## config.mk

```make
export PLATFORM = sky130hd
export DESIGN_NAME = gregorian_date_arithmetic
export DESIGN_NICKNAME = d
export VERILOG_FILES = /design/src/design/gda_pkg.sv /design/src/design/gda_pipe_ctrl.sv /design/src/design/gregorian_date_arithmetic.sv
export SDC_FILE = /design/constraint.sdc
export NUM_CORES = 2
export LEC_CHECK = 0
export ABC_CLOCK_PERIOD_IN_PS = 16660
export BUFFER_PORTS_ARGS = -buffer_cell sky130_fd_sc_hd__buf_2
export CAP_MARGIN = 20
export CORE_ASPECT_RATIO = 1.5
export CORE_UTILIZATION = 30
export CTS_CLUSTER_DIAMETER = 100
export DETAILED_ROUTE_END_ITERATION = 10
export PLACE_DENSITY = 0.47
export RECOVER_POWER = 50
export SKIP_LAST_GASP = 1
export SYNTH_ARGS = -nofsm -noshare
export SYNTH_HDL_FRONTEND = slang
export SYNTH_HIERARCHICAL = 1
export SYNTH_SLANG_ARGS = --single-unit
export TNS_END_PERCENT = 100
```

## constraint.sdc

```tcl
create_clock -name clk -period 16.66 [get_ports clk]
set_input_delay 0 -clock clk [delete_from_list [all_inputs] [get_ports clk]]
set_output_delay 0 -clock clk [all_outputs]
set_load 0.01 [all_outputs]
```

## src/design/gda_pkg.sv

```systemverilog
// Shared constants and calendar helper functions for the Gregorian date unit.
// Used by gda_pipe_ctrl and gregorian_date_arithmetic; depends on nothing.
package gda_pkg;

    localparam int GDA_STAGES = 8;

    localparam logic        KIND_ADD    = 1'b0;
    localparam logic        KIND_DIFF   = 1'b1;

    localparam logic [3:0]  MONTH_FEB   = 4'd2;
    localparam logic [3:0]  MONTH_DEC   = 4'd12;
    localparam logic [13:0] YEAR_MAX    = 14'd9999;
    localparam logic [4:0]  DAY_MAX     = 5'd31;
    localparam logic [23:0] DAYS_400Y   = 24'd146097;
    localparam logic [31:0] RECIP_400Y  = 32'd459;     // 2^26 / 146097, rounded down
    localparam logic [36:0] RECIP_366   = 37'd366716;  // 2^27 / 366, rounded up

    // floor(v / 25) for v < 43690
    function automatic logic [8:0] div25(input logic [12:0] v);
        logic [25:0] p;
        p = 26'(v) * 26'd5243;
        return p[25:17];
    endfunction

    // Days in years 0 .. y-1, proleptic Gregorian
    function automatic logic [22:0] days_before_year(input logic [13:0] y);
        logic [14:0] y3;
        logic [14:0] y99;
        logic [14:0] y399;
        logic [22:0] sum;
        y3   = 15'(y) + 15'd3;
        y99  = 15'(y) + 15'd99;
        y399 = 15'(y) + 15'd399;
        sum  = 23'(y) * 23'd365 + 23'(y3[14:2])
             - 23'(div25(y99[14:2])) + 23'(div25({2'b00, y399[14:4]}));
        return sum;
    endfunction

    function automatic logic is_leap(input logic [13:0] y);
        logic [8:0] h;
        logic       cent;
        h    = div25(y[13:1] >> 1);
        cent = (y == 14'(14'(h) * 14'd100));
        return cent ? (h[1:0] == 2'd0) : (y[1:0] == 2'd0);
    endfunction

    // Days before the first of month m in a common year; 0 for bad months
    function automatic logic [8:0] cum_days(input logic [3:0] m);
        logic [8:0] c;
        unique case (m)
            4'd1:    c = 9'd0;
            4'd2:    c = 9'd31;
            4'd3:    c = 9'd59;
            4'd4:    c = 9'd90;
            4'd5:    c = 9'd120;
            4'd6:    c = 9'd151;
            4'd7:    c = 9'd181;
            4'd8:    c = 9'd212;
            4'd9:    c = 9'd243;
            4'd10:   c = 9'd273;
            4'd11:   c = 9'd304;
            4'd12:   c = 9'd334;
            default: c = 9'd0;
        endcase
        return c;
    endfunction

    function automatic logic month_ok(input logic [3:0] m);
        return (m != 4'd0) && (m <= MONTH_DEC);
    endfunction

endpackage

```

## src/design/gda_pipe_ctrl.sv

```systemverilog
// Valid/advance control for the date pipeline: one valid bit per stage,
// bubbles collapse, a stall holds each occupied stage with no empty stage ahead. Uses gda_pkg.
module gda_pipe_ctrl
    import gda_pkg::*;
#(
    parameter int STAGES = GDA_STAGES
)
(
    input  logic              clk,
    input  logic              rst_n,
    input  logic              in_valid,
    input  logic              out_ready,
    output logic              in_ready,
    output logic [STAGES-1:0] load,
    output logic              out_valid
);

    logic [STAGES-1:0] valid_reg;
    logic [STAGES-1:0] valid_next;
    logic [STAGES:0]   adv;

    always_comb
    begin
        adv[STAGES] = out_ready;
        for (int k = STAGES - 1; k >= 0; k--)
        begin
            adv[k] = !valid_reg[k] || adv[k+1];
        end
        for (int k = 0; k < STAGES; k++)
        begin
            if (adv[k])
            begin
                valid_next[k] = (k == 0) ? in_valid : valid_reg[(k == 0) ? 0 : k - 1];
            end
            else
            begin
                valid_next[k] = valid_reg[k];
            end
        end
    end

    always_ff @(posedge clk or negedge rst_n)
    begin
        if (!rst_n)
        begin
            valid_reg <= '0;
        end
        else
        begin
            valid_reg <= valid_next;
        end
    end

    assign load      = adv[STAGES-1:0];
    assign in_ready  = adv[0];
    assign out_valid = valid_reg[STAGES-1];

endmodule

```

## src/design/gregorian_date_arithmetic.sv

```systemverilog
// Gregorian date unit: add days to a date, or signed day difference of two dates.
// One item per cycle sustained while out_ready stays high, through the
// 8-stage datapath (year-block split, year search, month search).
// A stalled output holds only the occupied stages; empty stages keep accepting.
// rst_n (async, active low) clears all stage valid bits; no other state.
// Depends on gda_pkg and gda_pipe_ctrl.
module gregorian_date_arithmetic
    import gda_pkg::*;
(
    input  logic               clk,
    input  logic               rst_n,
    input  logic               in_valid,
    output logic               in_ready,
    input  logic               kind,
    input  logic [4:0]         day_a,
    input  logic [3:0]         month_a,
    input  logic [13:0]        year_a,
    input  logic [4:0]         day_b,
    input  logic [3:0]         month_b,
    input  logic [13:0]        year_b,
    input  logic [19:0]        add_count,
    output logic               out_valid,
    input  logic               out_ready,
    output logic [4:0]         day_out,
    output logic [3:0]         month_out,
    output logic [13:0]        year_out,
    output logic signed [22:0] day_difference,
    output logic               a_after_b,
    output logic               a_before_b,
    output logic               dates_valid,
    output logic               year_overflow
);

    typedef struct packed {
        logic               kind;
        logic [4:0]         da;
        logic [3:0]         ma;
        logic [13:0]        ya;
        logic [4:0]         db;
        logic [3:0]         mb;
        logic [19:0]        cnt;
        logic               va;
        logic               vb;
        logic [22:0]        dbya;
        logic [22:0]        dbyb;
        logic               lpa;
        logic               lpb;
        logic [22:0]        oa;
        logic [22:0]        ob;
        logic [22:0]        n;
        logic               zero;
        logic signed [22:0] diff;
        logic               after;
        logic               earlier;
        logic [5:0]         q;
        logic [17:0]        r;
        logic [8:0]         ylo;
        logic [17:0]        d0;
        logic [17:0]        d1;
        logic [17:0]        d2;
        logic               l0;
        logic               l1;
        logic               l2;
        logic [8:0]         yc;
        logic [8:0]         doy;
        logic               lsel;
    } stage_t;

    logic [GDA_STAGES-1:0] load;

    stage_t s1_reg, s2_reg, s3_reg, s4_reg, s5_reg, s6_reg, s7_reg;
    stage_t s1_next, s2_next, s3_next, s4_next, s5_next, s6_next, s7_next;

    logic [4:0]         day_reg, day_next;
    logic [3:0]         month_reg, month_next;
    logic [13:0]        year_reg, year_next;
    logic signed [22:0] diff_reg, diff_next;
    logic               after_reg, after_next;
    logic               before_reg, before_next;
    logic               valid_reg, valid_next;
    logic               ovf_reg, ovf_next;

    gda_pipe_ctrl #(
        .STAGES (GDA_STAGES)
    ) u_ctrl (
        .clk       (clk),
        .rst_n     (rst_n),
        .in_valid  (in_valid),
        .out_ready (out_ready),
        .in_ready  (in_ready),
        .load      (load),
        .out_valid (out_valid)
    );

    // stage 1: year day counts and leap flags
    always_comb
    begin
        s1_next      = '0;
        s1_next.kind = kind;
        s1_next.da   = day_a;
        s1_next.ma   = month_a;
        s1_next.ya   = year_a;
        s1_next.db   = day_b;
        s1_next.mb   = month_b;
        s1_next.cnt  = add_count;
        s1_next.va   = month_ok(month_a);
        s1_next.vb   = month_ok(month_b);
        s1_next.dbya = days_before_year(year_a);
        s1_next.dbyb = days_before_year(year_b);
        s1_next.lpa  = is_leap(year_a);
        s1_next.lpb  = is_leap(year_b);
    end

    // stage 2: ordinal day numbers
    always_comb
    begin
        s2_next      = s1_reg;
        s2_next.oa   = s1_reg.dbya + 23'(cum_days(s1_reg.ma)) + 23'(s1_reg.da)
                     + 23'((s1_reg.ma > MONTH_FEB) && s1_reg.lpa);
        s2_next.ob   = s1_reg.dbyb + 23'(cum_days(s1_reg.mb)) + 23'(s1_reg.db)
                     + 23'((s1_reg.mb > MONTH_FEB) && s1_reg.lpb);
        s2_next.n    = s2_next.oa + 23'(s1_reg.cnt) - 23'd1;
        s2_next.zero = (s1_reg.da == 5'd0) && (s1_reg.cnt == 20'd0);
    end

    // stage 3: difference for compares, 400-year block estimate for sums
    always_comb
    begin
        logic signed [23:0] dfull;
        logic [31:0]        qp;
        s3_next = s2_reg;
        dfull   = $signed({1'b0, s2_reg.oa}) - $signed({1'b0, s2_reg.ob});
        qp      = 32'(s2_reg.n) * RECIP_400Y;
        s3_next.q       = qp[31:26];
        s3_next.diff    = '0;
        s3_next.after   = 1'b0;
        s3_next.earlier = 1'b0;
        if ((s2_reg.kind == KIND_DIFF) && s2_reg.va && s2_reg.vb)
        begin
            s3_next.after   = (dfull > 24'sd0);
            s3_next.earlier = (dfull < 24'sd0);
            if (dfull > 24'sd4194303)
            begin
                s3_next.diff = 23'sh3FFFFF;
            end
            else if (dfull < -24'sd4194304)
            begin
                s3_next.diff = 23'sh400000;
            end
            else
            begin
                s3_next.diff = dfull[22:0];
            end
        end
    end

    // stage 4: remainder within the 400-year block, one correction step
    always_comb
    begin
        logic [23:0] r0;
        s4_next = s3_reg;
        r0      = {1'b0, s3_reg.n} - 24'(s3_reg.q) * DAYS_400Y;
        if (r0 >= DAYS_400Y)
        begin
            s4_next.r = 18'(r0 - DAYS_400Y);
            s4_next.q = s3_reg.q + 6'd1;
        end
        else
        begin
            s4_next.r = r0[17:0];
        end
    end

    // stage 5: lower bound of the year in the block
    always_comb
    begin
        logic [36:0] yp;
        s5_next     = s4_reg;
        yp          = 37'(s4_reg.r) * RECIP_366;
        s5_next.ylo = yp[35:27];
    end

    // stage 6: day counts for the three candidate years
    always_comb
    begin
        logic [22:0] t0, t1, t2;
        s6_next = s5_reg;
        t0 = days_before_year(14'(s5_reg.ylo));
        t1 = days_before_year(14'(s5_reg.ylo) + 14'd1);
        t2 = days_before_year(14'(s5_reg.ylo) + 14'd2);
        s6_next.d0 = t0[17:0];
        s6_next.d1 = t1[17:0];
        s6_next.d2 = t2[17:0];
        s6_next.l0 = is_leap(14'(s5_reg.ylo));
        s6_next.l1 = is_leap(14'(s5_reg.ylo) + 14'd1);
        s6_next.l2 = is_leap(14'(s5_reg.ylo) + 14'd2);
    end

    // stage 7: pick the year, day of year
    always_comb
    begin
        logic [17:0] dsel;
        s7_next = s6_reg;
        priority if (s6_reg.d2 <= s6_reg.r)
        begin
            s7_next.yc   = s6_reg.ylo + 9'd2;
            s7_next.lsel = s6_reg.l2;
            dsel         = s6_reg.d2;
        end
        else if (s6_reg.d1 <= s6_reg.r)
        begin
            s7_next.yc   = s6_reg.ylo + 9'd1;
            s7_next.lsel = s6_reg.l1;
            dsel         = s6_reg.d1;
        end
        else
        begin
            s7_next.yc   = s6_reg.ylo;
            s7_next.lsel = s6_reg.l0;
            dsel         = s6_reg.d0;
        end
        s7_next.doy = 9'(s6_reg.r - dsel);
    end

    // stage 8: month search, final selection and saturation
    always_comb
    begin
        logic [3:0]  mo;
        logic [8:0]  cl;
        logic [8:0]  csel;
        logic [14:0] yfull;
        mo   = 4'd1;
        csel = 9'd0;
        for (int m = 2; m <= 12; m++)
        begin
            cl = cum_days(4'(m)) + 9'((m > 2) && s7_reg.lsel);
            if (cl <= s7_reg.doy)
            begin
                mo   = 4'(m);
                csel = cl;
            end
        end
        yfull = 15'(s7_reg.yc) + 15'(s7_reg.q) * 15'd400;

        day_next    = '0;
        month_next  = '0;
        year_next   = '0;
        ovf_next    = 1'b0;
        diff_next   = s7_reg.diff;
        after_next  = s7_reg.after;
        before_next = s7_reg.earlier;
        if (s7_reg.kind == KIND_ADD)
        begin
            valid_next = s7_reg.va;
            if (!s7_reg.va)
            begin
                day_next   = s7_reg.da;
                month_next = s7_reg.ma;
                year_next  = s7_reg.ya;
            end
            else
            begin
                if (s7_reg.zero)
                begin
                    day_next   = 5'd0;
                    month_next = s7_reg.ma;
                    yfull      = 15'(s7_reg.ya);
                end
                else
                begin
                    day_next   = 5'(s7_reg.doy - csel + 9'd1);
                    month_next = mo;
                end
                if (yfull > 15'(YEAR_MAX))
                begin
                    day_next   = DAY_MAX;
                    month_next = MONTH_DEC;
                    year_next  = YEAR_MAX;
                    ovf_next   = 1'b1;
                end
                else
                begin
                    year_next = yfull[13:0];
                end
            end
        end
        else
        begin
            valid_next = s7_reg.va && s7_reg.vb;
        end
    end

    // payload registers; valid bits live in the control block
    always_ff @(posedge clk)
    begin
        if (load[0]) s1_reg <= s1_next;
        if (load[1]) s2_reg <= s2_next;
        if (load[2]) s3_reg <= s3_next;
        if (load[3]) s4_reg <= s4_next;
        if (load[4]) s5_reg <= s5_next;
        if (load[5]) s6_reg <= s6_next;
        if (load[6]) s7_reg <= s7_next;
        if (load[7])
        begin
            day_reg    <= day_next;
            month_reg  <= month_next;
            year_reg   <= year_next;
            diff_reg   <= diff_next;
            after_reg  <= after_next;
            before_reg <= before_next;
            valid_reg  <= valid_next;
            ovf_reg    <= ovf_next;
        end
    end

    assign day_out        = day_reg;
    assign month_out      = month_reg;
    assign year_out       = year_reg;
    assign day_difference = diff_reg;
    assign a_after_b      = after_reg;
    assign a_before_b     = before_reg;
    assign dates_valid    = valid_reg;
    assign year_overflow  = ovf_reg;

    // an empty output stage means the whole pipe can advance
    a_ready_when_empty: assert property (@(posedge clk) disable iff (!rst_n)
        !out_valid |-> in_ready)
        else $error("input stalled with empty output stage");

    a_sign_exclusive: assert property (@(posedge clk) disable iff (!rst_n)
        out_valid |-> !(a_after_b && a_before_b))
        else $error("after and before both set");

    a_ovf_saturates: assert property (@(posedge clk) disable iff (!rst_n)
        out_valid && year_overflow |->
            (year_out == YEAR_MAX) && (month_out == MONTH_DEC) && (day_out == DAY_MAX))
        else $error("overflow without saturated date");

    a_invalid_quiet: assert property (@(posedge clk) disable iff (!rst_n)
        out_valid && !dates_valid |->
            !a_after_b && !a_before_b && !year_overflow && (day_difference == 23'sd0))
        else $error("invalid dates produced flags");

endmodule

```

==> reports/metrics.yaml <==
status:
  outcome: "finished, violations left"
  violations: "design-rule violations, max-capacitance violations, max-slew violations"
finish:
  syn2layout_area_growth_pct: 10.2
  seq_area_um2: 21600
  nets: 11600
  fillCellCount: 30500
  multiInputGateArea_um2: 61200
  largest_reg_flops: 133
  drive_above_1_share: 0.0348
  mostFrequentLayoutCells: "2005 x inv_1, 1914 x ha_1, 1031 x fa_1"
  layout_commonest_cell: "inv_1"
sta:
  period_share: 0.814
  clock_skew_ns: 0.0335
  relSlewSlack: -3.38
  rsz0062_at_grt: "false"
  final_hold_viol_count: 0
  fmax_ghz: 0.0737
  tns_ns: 0
  slew_viol_final: 312
  tightest_slew_ns: 6.57
  period_needed_ns: 13.57
  setup_viol: 0
detailed_routing:
  route.vias.total: 57500
  ant_nets: 0
  drc_errors: 48
  first_pass_iters: 8
  detail_route.wl_per_cell_um: 18.3
  wirelength_um: 231000
  drt-initial-drc-count: 1975
  viasPerCell: 4.56
setup_path:
  cpMostUsedCell: "ha_1"
  crit_type: "flop to flop"
  regToRegSetupSlack_ns: 3.09
  crit_path_start_kind: "flop"
  crit_buf_inv: 6
  critPathMaxStageDelay_ns: 0.99
  required_ns: 17.11
  cp_max_fo: 20
  slowest_stage: "clkbuf_1"
  arrival_ns: 14.01
  critPathTopFamily: "adder cells"
  endpoint_kind: "flop"
grt:
  antenna_found_initial: 14
  overflow: 0
  grt_start_max_net_pins: 115
  grt_pass1_vias: 64100
  grt_first_pass_wirelength_um: 363000
  grt_use_total: 0.154
cts:
  clock_sinks: 727
  cts_made_buffers: 90
  cts_setup_buffers: 0
  root_buffer: "clkbuf_16"
  cts_tree: "built"
  clk_pin_slew_ns: 0.06
  clockBufferDepth: 3
  htreeDepth: 3
  clk_latency_ns: 0.72
placed_design:
  hpwl_um: 199000
  io_buffers: 122
  gp_congestion: 0.899
floorplan:
  dieArea_um2: 304000
  row_count: 246
  io_pins: 123
  die_x_um: 451
  core_area_um2: 300000
  die_h_um: 675
  start_util: 0.302
synth:
  synthArstFlopShare: 0.0110
  avgSynthCellArea_um2: 11.0
  synthesis.area_um2: 90600
  mappedNetlistNets: 11300
  synth-edff-count: 701
  synth_flop_cell: "edfxtp_1"
  synth-seq-area-share: 0.239
  yosysWarnings: 6
  ys_types: 100
  ys_ff_latch: 727
  syn_inst: 8271
min_path:
  hp-class: "input pin to flop"
run:
  cap_violations: 6
==> synth_stat cells (9+ instances only) <==
cell / number / area [µm²]
inv_1: 2006 / 7530
ha_1: 1914 / 23900
fa_1: 1031 / 20600
edfxtp_1: 701 / 21100
xnor2_1: 393 / 3440
a21oi_1: 277 / 1390
nor2_1: 237 / 890
nand2_1: 222 / 833
a21o_1: 171 / 1280
o21ai_0: 150 / 751
xor2_1: 144 / 1260
nand3_1: 90 / 450
nor3_1: 77 / 385
nor2b_1: 64 / 400
o21a_1: 53 / 398
nand2b_1: 48 / 300
nand4_1: 43 / 269
and3_1: 42 / 263
clkbuf_1: 38 / 143
a31oi_1: 32 / 200
or3_1: 31 / 194
o211ai_1: 29 / 218
or2_2: 28 / 175
a211oi_1: 27 / 203
mux2i_1: 27 / 270
nor4_1: 23 / 144
o21bai_1: 23 / 173
a21boi_0: 20 / 150
dfxtp_1: 18 / 360
a31o_2: 16 / 140
a211o_1: 15 / 131
and2_1: 15 / 93.8
a21oi_2: 11 / 96.3
a311oi_1: 11 / 96.3
a2111oi_0: 10 / 87.6
buf_2: 10 / 50.1
nor3b_1: 10 / 75.1
o22ai_1: 10 / 62.6
o31ai_1: 10 / 75.1
o2111ai_1: 9 / 78.8
o31a_1: 9 / 78.8
==> stage by stage <==
stage,hold slack (ns),instances,cell area (µm²),util,setup slack [ns]
2_1_floorplan,-0.296,8271,90600,-,5.04
3_3_place_gp,-0.155,12400,96400,0.321,3.76
3_5_place_dp,-0.148,12400,96400,0.321,3.57
4_1_cts,0.00283,12600,100000,0.334,3.49
5_1_grt,0.0449,12600,99800,0.333,2.16
6_report,0.0980,12600,99800,0.333,3.09
==> logic make-up after synthesis <==
kind of cell	count (synthesis)	synth area share
AO/OA/AOI/OAI	986	0.0731
XOR/XNOR	537	0.0519
adder cells (fa/ha/maj)	2946	0.492
buffers and inverters	2066	0.0862
flip-flops	727	0.239
multiplexers	36	0.00414
AND/OR/NAND/NOR	973	0.0539
==> metal layers <==
metal | share of wire | vias to the layer above | global-route usage | wire, µm
met3 | 0.024 | 286 | 0.0121 | 5440
met4 | 0.039 | 2 | 0.0576 | 8960
met5 | 0.000048 | - | 0 | 11
met2 | 0.55 | 722 | 0.303 | 126000
li1 | - | 27900 | - | -
met1 | 0.39 | 28600 | 0.170 | 90200
==> final cells by class <==
cell class                 instances  share of cell area
timing repair buffer             242              0.0154
clock inverter                    64             0.00670
antenna                            8            0.000201
sequential                       727               0.216
multi-input combinational       5478               0.613
inverter                        2010              0.0756
clock buffer                     103              0.0231
tap                             3968              0.0497
==> worst paths after layout <==
path                                             from                              end  cells past startpoint
worst max-delay path             s5_reg[76]$_DFFE_PP_             s6_reg[57]$_DFFE_PP_                     40
worst min-delay path                         day_b[2]            s1_reg[280]$_DFFE_PP_                      2
worst max register to register   s5_reg[76]$_DFFE_PP_             s6_reg[57]$_DFFE_PP_                     40
worst min register to register  s4_reg[105]$_DFFE_PP_            s5_reg[105]$_DFFE_PP_                      0
max in group asynchronous                       rst_n  u_ctrl/valid_reg[7]$_DFFE_PN0P_                      3
min in group asynchronous                       rst_n  u_ctrl/valid_reg[3]$_DFFE_PN0P_                      3
==> timing repair <==
action / 4_1_cts / 5_1_grt
gates resized for setup: 0 / 0
hold endpoints to repair: 99 / 0
hold buffers: 67 / 0
Power is not shown: default switching activity piles up to over one toggle a cycle in this logic, so the estimate is an artifact.
